`src/sv/ttd_pkg.sv`:
```
// Package for the tick task dispatcher: command and status codes, queue item type.
// No dependencies; the front, queue, back, top level and testbench import it.
`timescale 1ns / 1ps

package ttd_pkg;

	localparam int MAX_TASKS = 16;
	localparam int LOCK_BITS = 8;

	localparam int SLOT_W  = 4;
	localparam int FLAGS_W = 9;
	localparam int UMASK_W = 8;
	localparam int TIME_W  = 32;
	localparam int HALF_W  = 16;

	typedef enum logic [1:0] {
		CMD_ADD    = 2'd0,
		CMD_REMOVE = 2'd1,
		CMD_UNLOCK = 2'd2,
		CMD_TICK   = 2'd3
	} cmd_t;

	typedef enum logic [2:0] {
		ST_DONE   = 3'd0,
		ST_FULL   = 3'd1,
		ST_IDLE   = 3'd2,
		ST_FIRED  = 3'd3,
		ST_NOSLOT = 3'd4
	} status_t;

	// One classified transaction as it travels from front to back
	typedef struct packed {
		cmd_t                cmd;
		logic [TIME_W-1:0]   delay;
		logic [FLAGS_W-1:0]  flags;
		logic [SLOT_W-1:0]   sel;
		logic [UMASK_W-1:0]  umask;
		logic [TIME_W-1:0]   now;
	} item_t;

	// One task table entry
	typedef struct packed {
		logic [TIME_W-1:0]   start;
		logic [TIME_W-1:0]   delay;
		logic [FLAGS_W-1:0]  flags;
	} entry_t;

endpackage

```
`src/sv/ttd_req_if.sv`:
```
// Request channel of the tick task dispatcher: valid/ready plus command fields.
// Depends on nothing.
`timescale 1ns / 1ps

interface ttd_req_if;
	logic        valid;
	logic        ready;
	logic [1:0]  cmd;
	logic [15:0] delay_count;
	logic [15:0] unit_multiplier;
	logic [8:0]  task_flags;
	logic [3:0]  slot_select;
	logic [7:0]  unlock_mask;
	logic [31:0] now_time;

	modport source (output valid, cmd, delay_count, unit_multiplier, task_flags,
		slot_select, unlock_mask, now_time, input ready);
	modport sink (input valid, cmd, delay_count, unit_multiplier, task_flags,
		slot_select, unlock_mask, now_time, output ready);
endinterface

```
`src/sv/ttd_rsp_if.sv`:
```
// Response channel of the tick task dispatcher: valid/ready plus status and slot.
// Depends on nothing.
`timescale 1ns / 1ps

interface ttd_rsp_if;
	logic       valid;
	logic       ready;
	logic [2:0] status;
	logic [3:0] slot_id;

	modport source (output valid, status, slot_id, input ready);
	modport sink (input valid, status, slot_id, output ready);
endinterface

```
`src/sv/ttd_front.sv`:
```
// Front stage: accepts request transactions, decodes the command and forms the delay.
// Depends on ttd_pkg and ttd_req_if.
`timescale 1ns / 1ps

module ttd_front
	import ttd_pkg::*;
(
	input  logic       clk,
	input  logic       arst_n,
	ttd_req_if.sink    req,
	output logic       item_valid,
	input  logic       item_ready,
	output item_t      item
);

	logic  valid_s1;
	item_t item_s1;

	assign req.ready  = !valid_s1 || item_ready;
	assign item_valid = valid_s1;
	assign item       = item_s1;

	// Hold a transaction until the queue takes it
	always_ff @(posedge clk or negedge arst_n) begin
		if (!arst_n) begin
			valid_s1 <= 1'b0;
		end else if (req.ready) begin
			valid_s1 <= req.valid;
		end
	end

	// Decode and scale the delay by the unit
	always_ff @(posedge clk) begin
		if (req.ready && req.valid) begin
			item_s1.cmd   <= cmd_t'(req.cmd);
			item_s1.delay <= TIME_W'(req.delay_count) * TIME_W'(req.unit_multiplier);
			item_s1.flags <= req.task_flags;
			item_s1.sel   <= req.slot_select;
			item_s1.umask <= req.unlock_mask;
			item_s1.now   <= req.now_time;
		end
	end

endmodule

```
`src/sv/ttd_queue.sv`:
```
// Two-entry queue between the front and back parts.
// Depends on ttd_pkg.
`timescale 1ns / 1ps

module ttd_queue
	import ttd_pkg::*;
(
	input  logic  clk,
	input  logic  arst_n,
	input  logic  push_valid,
	output logic  push_ready,
	input  item_t push_item,
	output logic  pop_valid,
	input  logic  pop,
	output item_t pop_item
);

	item_t      slots_q [2];
	logic       wr_q;
	logic       rd_q;
	logic [1:0] fill_q;
	logic       do_push;
	logic       do_pop;

	assign push_ready = (fill_q != 2'd2);
	assign pop_valid  = (fill_q != 2'd0);
	assign pop_item   = slots_q[rd_q];
	assign do_push    = push_valid && push_ready;
	assign do_pop     = pop && pop_valid;

	// Advance pointers and fill level
	always_ff @(posedge clk or negedge arst_n) begin
		if (!arst_n) begin
			wr_q   <= 1'b0;
			rd_q   <= 1'b0;
			fill_q <= 2'd0;
		end else begin
			if (do_push) wr_q <= !wr_q;
			if (do_pop)  rd_q <= !rd_q;
			if (do_push && !do_pop) fill_q <= fill_q + 2'd1;
			else if (do_pop && !do_push) fill_q <= fill_q - 2'd1;
		end
	end

	// Store an incoming transaction
	always_ff @(posedge clk) begin
		if (do_push) slots_q[wr_q] <= push_item;
	end

endmodule

```
`src/sv/ttd_back.sv`:
```
// Back part: task table, insertion order list, lock state and the ordered tick walk.
// Depends on ttd_pkg and ttd_rsp_if.
`timescale 1ns / 1ps

module ttd_back
	import ttd_pkg::*;
(
	input  logic      clk,
	input  logic      arst_n,
	input  logic      q_valid,
	input  item_t     q_item,
	output logic      q_pop,
	ttd_rsp_if.source rsp
);

	localparam int SW = (MAX_TASKS > 1) ? $clog2(MAX_TASKS) : 1;
	localparam int CW = $clog2(MAX_TASKS + 1);

	typedef enum logic [1:0] {
		S_IDLE,
		S_WALK,
		S_RESULT
	} state_t;

	state_t                state_q;
	item_t                 op_q;
	logic [CW-1:0]         count_q;
	logic [CW-1:0]         ptr_q;
	logic [MAX_TASKS-1:0]  used_q;
	logic [LOCK_BITS-1:0]  held_q;
	logic [TIME_W-1:0]     last_q;
	logic [SW-1:0]         order_q [MAX_TASKS];
	entry_t                mem [MAX_TASKS];
	entry_t                rd_s1;
	logic                  ev_valid_s1;
	logic [SW-1:0]         ev_pos_s1;
	logic [SW-1:0]         ev_slot_s1;
	status_t               res_status_q;
	logic [SLOT_W-1:0]     res_slot_q;
	logic                  out_valid_q;
	status_t               out_status_q;
	logic [SLOT_W-1:0]     out_slot_q;

	logic                  free_found;
	logic [SW-1:0]         free_idx;
	logic                  full;
	logic [SW-1:0]         ptr_idx;
	logic [SW-1:0]         cnt_idx;
	logic                  walk_end;
	logic [SW-1:0]         q_sel_idx;
	logic                  q_sel_ok;
	logic [SW-1:0]         op_sel_idx;
	logic                  rm_hit;
	logic [31:0]           fl_ext;
	logic [LOCK_BITS-1:0]  ev_locks;
	logic                  ev_rep;
	logic                  due;
	logic                  fire;
	logic [31:0]           um_ext;
	logic                  mem_we;
	logic [SW-1:0]         mem_wa;
	entry_t                mem_wd;
	logic                  app_en;
	logic                  drop_en;
	logic [SW-1:0]         drop_pos;
	logic                  is_add;

	assign ptr_idx    = ptr_q[SW-1:0];
	assign cnt_idx    = count_q[SW-1:0];
	assign walk_end   = (ptr_q >= count_q);
	assign q_sel_idx  = SW'(32'(q_item.sel));
	assign q_sel_ok   = (32'(q_item.sel) < MAX_TASKS) && used_q[q_sel_idx];
	assign op_sel_idx = SW'(32'(op_q.sel));
	assign rm_hit     = !walk_end && (order_q[ptr_idx] == op_sel_idx);
	assign fl_ext     = 32'(rd_s1.flags);
	assign ev_locks   = fl_ext[LOCK_BITS-1:0];
	assign ev_rep     = fl_ext[LOCK_BITS];
	assign um_ext     = 32'(q_item.umask);
	assign due        = ((op_q.now - rd_s1.start) >= rd_s1.delay);
	assign fire       = (state_q == S_WALK) && (op_q.cmd == CMD_TICK) && ev_valid_s1
		&& used_q[ev_slot_s1] && due && ((held_q & ev_locks) == '0);
	assign q_pop      = (state_q == S_IDLE) && q_valid;
	assign full       = !free_found || (count_q >= CW'(MAX_TASKS));
	assign is_add     = q_pop && (q_item.cmd == CMD_ADD) && !full;

	assign rsp.valid   = out_valid_q;
	assign rsp.status  = out_status_q;
	assign rsp.slot_id = out_slot_q;

	// Find the lowest free slot
	always_comb begin
		free_found = 1'b0;
		free_idx   = '0;
		for (int i = MAX_TASKS - 1; i >= 0; i--) begin
			if (!used_q[i]) begin
				free_found = 1'b1;
				free_idx   = SW'(i);
			end
		end
	end

	// Select table and order list writes
	always_comb begin
		mem_we   = 1'b0;
		mem_wa   = free_idx;
		mem_wd   = '{start: q_item.now, delay: q_item.delay, flags: q_item.flags};
		app_en   = is_add;
		drop_en  = 1'b0;
		drop_pos = ev_pos_s1;
		if (is_add) begin
			mem_we = 1'b1;
		end else if (fire && ev_rep) begin
			mem_we = 1'b1;
			mem_wa = ev_slot_s1;
			mem_wd = '{start: op_q.now, delay: rd_s1.delay, flags: rd_s1.flags};
		end
		if (fire && !ev_rep) begin
			drop_en = 1'b1;
		end else if (state_q == S_WALK && op_q.cmd == CMD_REMOVE && rm_hit) begin
			drop_en  = 1'b1;
			drop_pos = ptr_idx;
		end
	end

	// Task table memory with registered read
	always_ff @(posedge clk) begin
		if (mem_we) mem[mem_wa] <= mem_wd;
		rd_s1 <= mem[order_q[ptr_idx]];
	end

	// Order list: append at the tail, close the gap on a drop
	always_ff @(posedge clk) begin
		for (int j = 0; j < MAX_TASKS; j++) begin
			if (app_en && SW'(j) == cnt_idx) begin
				order_q[j] <= free_idx;
			end else if (drop_en && j < MAX_TASKS - 1 && SW'(j) >= drop_pos) begin
				order_q[j] <= order_q[(j < MAX_TASKS - 1) ? j + 1 : j];
			end
		end
	end

	// Sequencer: command execution, walk and result register
	always_ff @(posedge clk or negedge arst_n) begin
		if (!arst_n) begin
			state_q      <= S_IDLE;
			count_q      <= '0;
			ptr_q        <= '0;
			used_q       <= '0;
			held_q       <= '0;
			last_q       <= '0;
			ev_valid_s1  <= 1'b0;
			ev_pos_s1    <= '0;
			ev_slot_s1   <= '0;
			op_q         <= '0;
			res_status_q <= ST_DONE;
			res_slot_q   <= '0;
			out_valid_q  <= 1'b0;
			out_status_q <= ST_DONE;
			out_slot_q   <= '0;
		end else begin
			if (rsp.ready && state_q != S_RESULT) out_valid_q <= 1'b0;
			unique case (state_q)
				S_IDLE: begin
					if (q_valid) begin
						op_q    <= q_item;
						state_q <= S_RESULT;
						unique case (q_item.cmd)
							CMD_ADD: begin
								if (full) begin
									res_status_q <= ST_FULL;
									res_slot_q   <= '0;
								end else begin
									used_q[free_idx] <= 1'b1;
									count_q          <= count_q + CW'(1);
									res_status_q     <= ST_DONE;
									res_slot_q       <= SLOT_W'(free_idx);
								end
							end
							CMD_REMOVE: begin
								if (q_sel_ok) begin
									ptr_q   <= '0;
									state_q <= S_WALK;
								end else begin
									res_status_q <= ST_NOSLOT;
									res_slot_q   <= '0;
								end
							end
							CMD_UNLOCK: begin
								held_q       <= held_q & ~um_ext[LOCK_BITS-1:0];
								res_status_q <= ST_DONE;
								res_slot_q   <= '0;
							end
							CMD_TICK: begin
								res_status_q <= ST_IDLE;
								res_slot_q   <= '0;
								if (q_item.now != last_q) begin
									last_q      <= q_item.now;
									ptr_q       <= '0;
									ev_valid_s1 <= 1'b0;
									state_q     <= S_WALK;
								end
							end
							default: ;
						endcase
					end
				end
				S_WALK: begin
					if (op_q.cmd == CMD_REMOVE) begin
						if (walk_end || rm_hit) begin
							used_q[op_sel_idx] <= 1'b0;
							if (rm_hit) count_q <= count_q - CW'(1);
							res_status_q <= ST_DONE;
							res_slot_q   <= op_q.sel;
							state_q      <= S_RESULT;
						end else begin
							ptr_q <= ptr_q + CW'(1);
						end
					end else if (fire) begin
						held_q <= held_q | ev_locks;
						if (!ev_rep) begin
							used_q[ev_slot_s1] <= 1'b0;
							count_q            <= count_q - CW'(1);
						end
						res_status_q <= ST_FIRED;
						res_slot_q   <= SLOT_W'(ev_slot_s1);
						state_q      <= S_RESULT;
					end else if (!ev_valid_s1 && walk_end) begin
						res_status_q <= ST_IDLE;
						res_slot_q   <= '0;
						state_q      <= S_RESULT;
					end else if (!walk_end) begin
						ev_valid_s1 <= 1'b1;
						ev_pos_s1   <= ptr_idx;
						ev_slot_s1  <= order_q[ptr_idx];
						ptr_q       <= ptr_q + CW'(1);
					end else begin
						ev_valid_s1 <= 1'b0;
					end
				end
				S_RESULT: begin
					if (!out_valid_q || rsp.ready) begin
						out_valid_q  <= 1'b1;
						out_status_q <= res_status_q;
						out_slot_q   <= res_slot_q;
						state_q      <= S_IDLE;
					end
				end
				default: state_q <= S_IDLE;
			endcase
		end
	end

`ifndef NO_ASSERTIONS
	a_count_bound: assert property (@(posedge clk) disable iff (!arst_n)
		count_q <= CW'(MAX_TASKS))
		else $error("entry count exceeds table size");
	a_count_used: assert property (@(posedge clk) disable iff (!arst_n)
		state_q == S_IDLE |-> $countones(used_q) == 32'(count_q))
		else $error("used slots and order length disagree");
	a_walk_cmd: assert property (@(posedge clk) disable iff (!arst_n)
		state_q == S_WALK |-> op_q.cmd == CMD_REMOVE || op_q.cmd == CMD_TICK)
		else $error("walk entered for a command without one");
	a_pop_idle: assert property (@(posedge clk) disable iff (!arst_n)
		q_pop |=> state_q != S_IDLE)
		else $error("popped transaction produced no work");
`endif

endmodule

```
`src/sv/tick_task_dispatcher.sv`:
```
// Tick task dispatcher top level: front decode, two-entry queue, back execution.
// Path: add, unlock and early-out ticks pass the front register, the queue and the back result and output
// registers to result valid; remove and tick first walk the order list entry by entry.
// Throughput: one transaction at a time in the back part, set by the order walk.
// Reset: arst_n clears slot-used bits, entry count, held locks, last time, queues.
`timescale 1ns / 1ps

module tick_task_dispatcher
	import ttd_pkg::*;
(
	input  logic      clk,
	input  logic      arst_n,
	ttd_req_if.sink   req,
	ttd_rsp_if.source rsp
);

	logic  f_valid;
	logic  f_ready;
	item_t f_item;
	logic  q_valid;
	logic  q_pop;
	item_t q_item;

	ttd_front u_front (
		.clk        (clk),
		.arst_n     (arst_n),
		.req        (req),
		.item_valid (f_valid),
		.item_ready (f_ready),
		.item       (f_item)
	);

	ttd_queue u_queue (
		.clk        (clk),
		.arst_n     (arst_n),
		.push_valid (f_valid),
		.push_ready (f_ready),
		.push_item  (f_item),
		.pop_valid  (q_valid),
		.pop        (q_pop),
		.pop_item   (q_item)
	);

	ttd_back u_back (
		.clk     (clk),
		.arst_n  (arst_n),
		.q_valid (q_valid),
		.q_item  (q_item),
		.q_pop   (q_pop),
		.rsp     (rsp)
	);

endmodule

```
`src/flat_wrapper.sv`:
```
// flat-port wrapper written by rule: the top's interface ports become plain ports
module tick_task_dispatcher_flat import ttd_pkg::*;
  (clk, arst_n, req_valid, req_cmd, req_delay_count, req_unit_multiplier, req_task_flags, req_slot_select, req_unlock_mask, req_now_time, req_ready, rsp_valid, rsp_status, rsp_slot_id, rsp_ready);
  ttd_req_if req_i ();
  ttd_rsp_if rsp_i ();
  input  logic clk;
  input  logic arst_n;
  input wire logic [$bits(req_i.valid)-1:0] req_valid;
  input wire logic [$bits(req_i.cmd)-1:0] req_cmd;
  input wire logic [$bits(req_i.delay_count)-1:0] req_delay_count;
  input wire logic [$bits(req_i.unit_multiplier)-1:0] req_unit_multiplier;
  input wire logic [$bits(req_i.task_flags)-1:0] req_task_flags;
  input wire logic [$bits(req_i.slot_select)-1:0] req_slot_select;
  input wire logic [$bits(req_i.unlock_mask)-1:0] req_unlock_mask;
  input wire logic [$bits(req_i.now_time)-1:0] req_now_time;
  output wire logic [$bits(req_i.ready)-1:0] req_ready;
  output wire logic [$bits(rsp_i.valid)-1:0] rsp_valid;
  output wire logic [$bits(rsp_i.status)-1:0] rsp_status;
  output wire logic [$bits(rsp_i.slot_id)-1:0] rsp_slot_id;
  input wire logic [$bits(rsp_i.ready)-1:0] rsp_ready;
  assign req_i.valid = req_valid;
  assign req_i.cmd = req_cmd;
  assign req_i.delay_count = req_delay_count;
  assign req_i.unit_multiplier = req_unit_multiplier;
  assign req_i.task_flags = req_task_flags;
  assign req_i.slot_select = req_slot_select;
  assign req_i.unlock_mask = req_unlock_mask;
  assign req_i.now_time = req_now_time;
  assign req_ready = req_i.ready;
  assign rsp_valid = rsp_i.valid;
  assign rsp_status = rsp_i.status;
  assign rsp_slot_id = rsp_i.slot_id;
  assign rsp_i.ready = rsp_ready;
  tick_task_dispatcher u_core (.clk(clk), .arst_n(arst_n), .req(req_i), .rsp(rsp_i));
endmodule
```
`config.mk`:
```
export PLATFORM = sky130hd
export DESIGN_NAME = tick_task_dispatcher_flat
export DESIGN_NICKNAME = d
export VERILOG_FILES = /design/src/sv/ttd_pkg.sv /design/src/sv/ttd_req_if.sv /design/src/sv/ttd_rsp_if.sv /design/src/sv/ttd_front.sv /design/src/sv/ttd_queue.sv /design/src/sv/ttd_back.sv /design/src/sv/tick_task_dispatcher.sv /design/src/flat_wrapper.sv
export SDC_FILE = /design/constraint.sdc
export NUM_CORES = 2
export LEC_CHECK = 0
export BUFFER_PORTS_ARGS = -buffer_cell sky130_fd_sc_hd__buf_2
export CAP_MARGIN = 10
export CORE_ASPECT_RATIO = 1.2
export CORE_UTILIZATION = 40
export CTS_CLUSTER_DIAMETER = 150
export DETAILED_ROUTE_END_ITERATION = 8
export GPL_ROUTABILITY_DRIVEN = 0
export MAX_ROUTING_LAYER = met4
export PLACE_DENSITY_LB_ADDON = 0.1
export SYNTH_ARGS = -nofsm -noshare
export SYNTH_HDL_FRONTEND = slang
export SYNTH_SLANG_ARGS = --single-unit
```
`constraint.sdc`:
```
create_clock -name clk -period 9.2 [get_ports clk]
set_clock_uncertainty 0.2 [all_clocks]
set_input_delay 1.84 -clock clk [delete_from_list [all_inputs] [get_ports clk]]
set_output_delay 1.84 -clock clk [all_outputs]
set_load 0.03 [all_outputs]
```
==> flow_metrics.tcl <==
set metrics [dict create \
    status "completed" \
    endpoint_kind "flip-flop" \
    route.detailed.drc 0 \
    path_common_cell "fa_1" \
    crit_cells 23 \
    hp-class "reg2reg" \
    post-dp-hpwl_um 116000 \
    synthAdderAreaFrac_pct 8.046 \
    wirelength_um 192600 \
    cap_violations 0 \
    finalSetupViolations 0 \
    required_ns 9.55 \
    dr_wl_met3_um 6539 \
    routedWlPerCell_um 25.54 \
    synth-compound-area-share_pct 5.200 \
    synth-xor-area-share_pct 1.171 \
    grt_pass1_vias 42260 \
    cts.path.max_buffers 3 \
    async_flop_share_pct 7.937 \
    synth_edf_count 1493 \
    period_needed_ns 7.584 \
    hold_viol 0 \
    rows 175 \
    ys_types 81 \
    fmax_mhz 131.9 \
    layout_commonest_cell "edfxtp_1" \
    netlist_area_um2 76290 \
    grt_first_pass_wirelength_um 285800 \
    hold_slack_ns 0.2424 \
    yosys.area_share.simple_pct 4.964 \
    worstPathBufferInverterCount 6 \
    wl_met1_um 84940 \
    cts_hold_buf 0 \
    cp_max_fo 16 \
    cts_root_buf "clkbuf_16" \
    final_cell_mix "edfxtp_1 (1,493), nand2_1 (350), inv_1 (324)" \
    timing.final.ws_setup_ns 1.616 \
    synthToLayoutAreaGrowth_pct 12.98 \
    synth_cells 4732 \
    final.period_utilization_pct 82.43 \
    setup.worst_path.class "in2reg" \
    crit_path_cell_trace "buf_2 -> nand2_1 -> fa_1 -> inv_1 -> fa_1 -> inv_1 -> fa_1 -> inv_1 -> fa_1 -> inv_1 -> fa_1 -> inv_1 -> fa_1 -> ha_1 -> or4_1 -> a211oi_1 -> o41ai_1 -> o221a_2 -> o211a_1 -> o21a_1 -> o21a_1 -> o211ai_1 -> xnor2_1" \
    cts_num_sinks 1701 \
    htreeDepth 4 \
    max_stage_delay_ns 0.55 \
    syn_nets 5196 \
    finalSetupTns_ns 0 \
    synth-seq-area-share_pct 65.11 \
    timing.rr.start "u_core.u_back.op_q[0]" \
    cts_buffers 166 \
    vias 40620 \
    cpLargestDelayFamily "adder cells" \
    worst_path_max_delay_cell "fa_1" \
    slew_headroom_pct 15.01 \
    cp-start-kind "input port" \
    p_leak_nw 30.89 \
    worst_slew_pin_slew_ns 1.275 \
    yosysWarningCount 0 \
    fin_nets 5381 \
    postPlaceCellArea_um2 80540 \
    final_area_um2 86200 \
    reg2regPathDepth 24 \
    pin_count 100 \
    globalRouteTotalUtil_pct 20.72 \
    nFillCells 16540 \
    worstPathArrival_ns 7.94 \
    drtAntennaViolNets 0 \
    start_util_pct 40.28 \
    pre_cts_ws_ns 0.7464 \
    final_util_pct 45.51 \
    ys.flop_type "edfxtp_1" \
    muxShareOfSynthArea_pct 12.77 \
    cts_resized 0 \
    drtIter0Drc 3047 \
    dieHeight_um 480.4 \
    wl_met2_um 97710 \
    cts_setup_buffers 0 \
    antenna_found_initial 4 \
    rsz0062_at_grt "no" \
    insertion_delay_ns 0.81 \
    peakVddDrop_uv 321.7 \
    overflow 0 \
    die_area_um2 192500 \
    final_cells 7540 \
    worstHoldStart "u_core.u_front.item[2]" \
    drive_above_1_share_pct 18.20 \
    cts_tree "done" \
    grt_max_degree 125 \
    ys_ff_latch 1701 \
    firstDrtPassIters 5 \
    coreArea_um2 189400 \
    syn_area_per_cell_um2 16.12 \
    dp_cells 7219 \
    design_power_total_mw 29.74 \
    p_per_area_nw_per_um2 345.0 \
    io_buffers 99 \
    die_x_um 400.7 \
    clk_pin_slew_ns 0.06 \
    viasPerCell 5.388 \
    top_layer "met4" \
    startpoint "req_delay_count[13]" \
    synth_top_family_by_area "multiplexers" \
    final_max_slew_viol_count 0 \
    whs_path_depth 0 \
]
==> cell usage after synthesis (all sizes together), types with 8 or more instances <==
library cell,number,share of area (%)
edfxtp,1493,59
nand2,350,1.7
inv,325,1.6
mux4,314,9.3
o21ai,208,1.4
fa,196,5.1
a21oi,193,1.3
ha,177,2.9
mux2i,172,2.3
clkbuf,161,0.79
dfrtp,135,4.4
nor2,124,0.61
and2,96,0.79
a211oi,90,0.89
nor2b,85,0.70
xnor2,84,0.96
mux2,83,1.2
dfxtp,73,1.9
buf,53,0.35
a21o,28,0.28
nand3,28,0.18
nor3,27,0.18
nor4,18,0.16
xor2,18,0.21
and3,15,0.12
nand2b,15,0.12
o21a,15,0.15
a22oi,14,0.14
a31oi,12,0.098
o211ai,11,0.11
or3,11,0.090
nand4,10,0.082
o21bai,10,0.098
o31ai,8,0.079
==> final timing paths <==
check                                                    end  slack (ns)
worst max-delay path                 u_core.u_front.item[83]        1.62
worst min-delay path            u_core.u_queue.slots_q[1][2]        0.24
worst max register to register   u_core.u_back.res_slot_q[1]        1.84
worst min register to register  u_core.u_queue.slots_q[1][2]        0.24
max in group asynchronous            u_core.u_back.last_q[0]        6.50
min in group asynchronous             u_core.u_back.ptr_q[2]        0.94
==> metal layers <==
layer  vias to the layer above  global-route usage (%)
li1                      18210                       -
met1                     21390                   26.94
met2                       822                   35.06
met3                       204                   2.112
met4                         0                   4.870
met5                         -                       -
==> where the power goes <==
part	internal [mW]	total (mW)	switching, mW	leakage, nW
sequential	10.6	11.2	0.631	15.9
clock	4.08	7.00	2.91	2.73
combinational	4.47	11.5	7.07	12.3
total	19.1	29.7	10.6	30.9
==> registers in the layout, indices dropped and copies added, names as in the netlist, 5 cells and up <==
name	count
u_core.u_back.count_q	5
u_core.u_back.rd_s1	64
u_core.u_back.op_q	34
u_core.u_back.order_q	64
u_core.u_back.ev_locks	8
u_core.u_front.item	87
u_core.u_back.used_q	16
u_core.u_back.last_q	32
u_core.u_back.mem	1168
u_core.u_back.ptr_q	5
u_core.u_back.held_q	8
u_core.u_queue.slots_q	174
==> cell families (layout without fill, tap and decap cells) <==
kind of cell | count (synthesis) | in the layout
AOI/OAI and AO/OA | 647 | 647
xor gates and xnor gates | 102 | 102
adders and majority gates | 373 | 373
buffers and inverters | 540 | 868
DFF | 1701 | 1701
muxes | 569 | 569
other | 0 | 2
and+or+nand+nor | 800 | 800
==> cell type report <==
class | instances | area (µm²) | share of cell area (%)
antenna | 2 | 5.005 | 0.005806
inverter | 326 | 1224 | 1.420
timing repair buffer | 231 | 1856 | 2.153
tap | 2478 | 3100 | 3.597
clock buffer | 227 | 4651 | 5.396
clock inverter | 84 | 934.6 | 1.084
sequential | 1701 | 49680 | 57.63
multi-input combinational | 2491 | 24750 | 28.71
(Power assumes the default switching activity.)
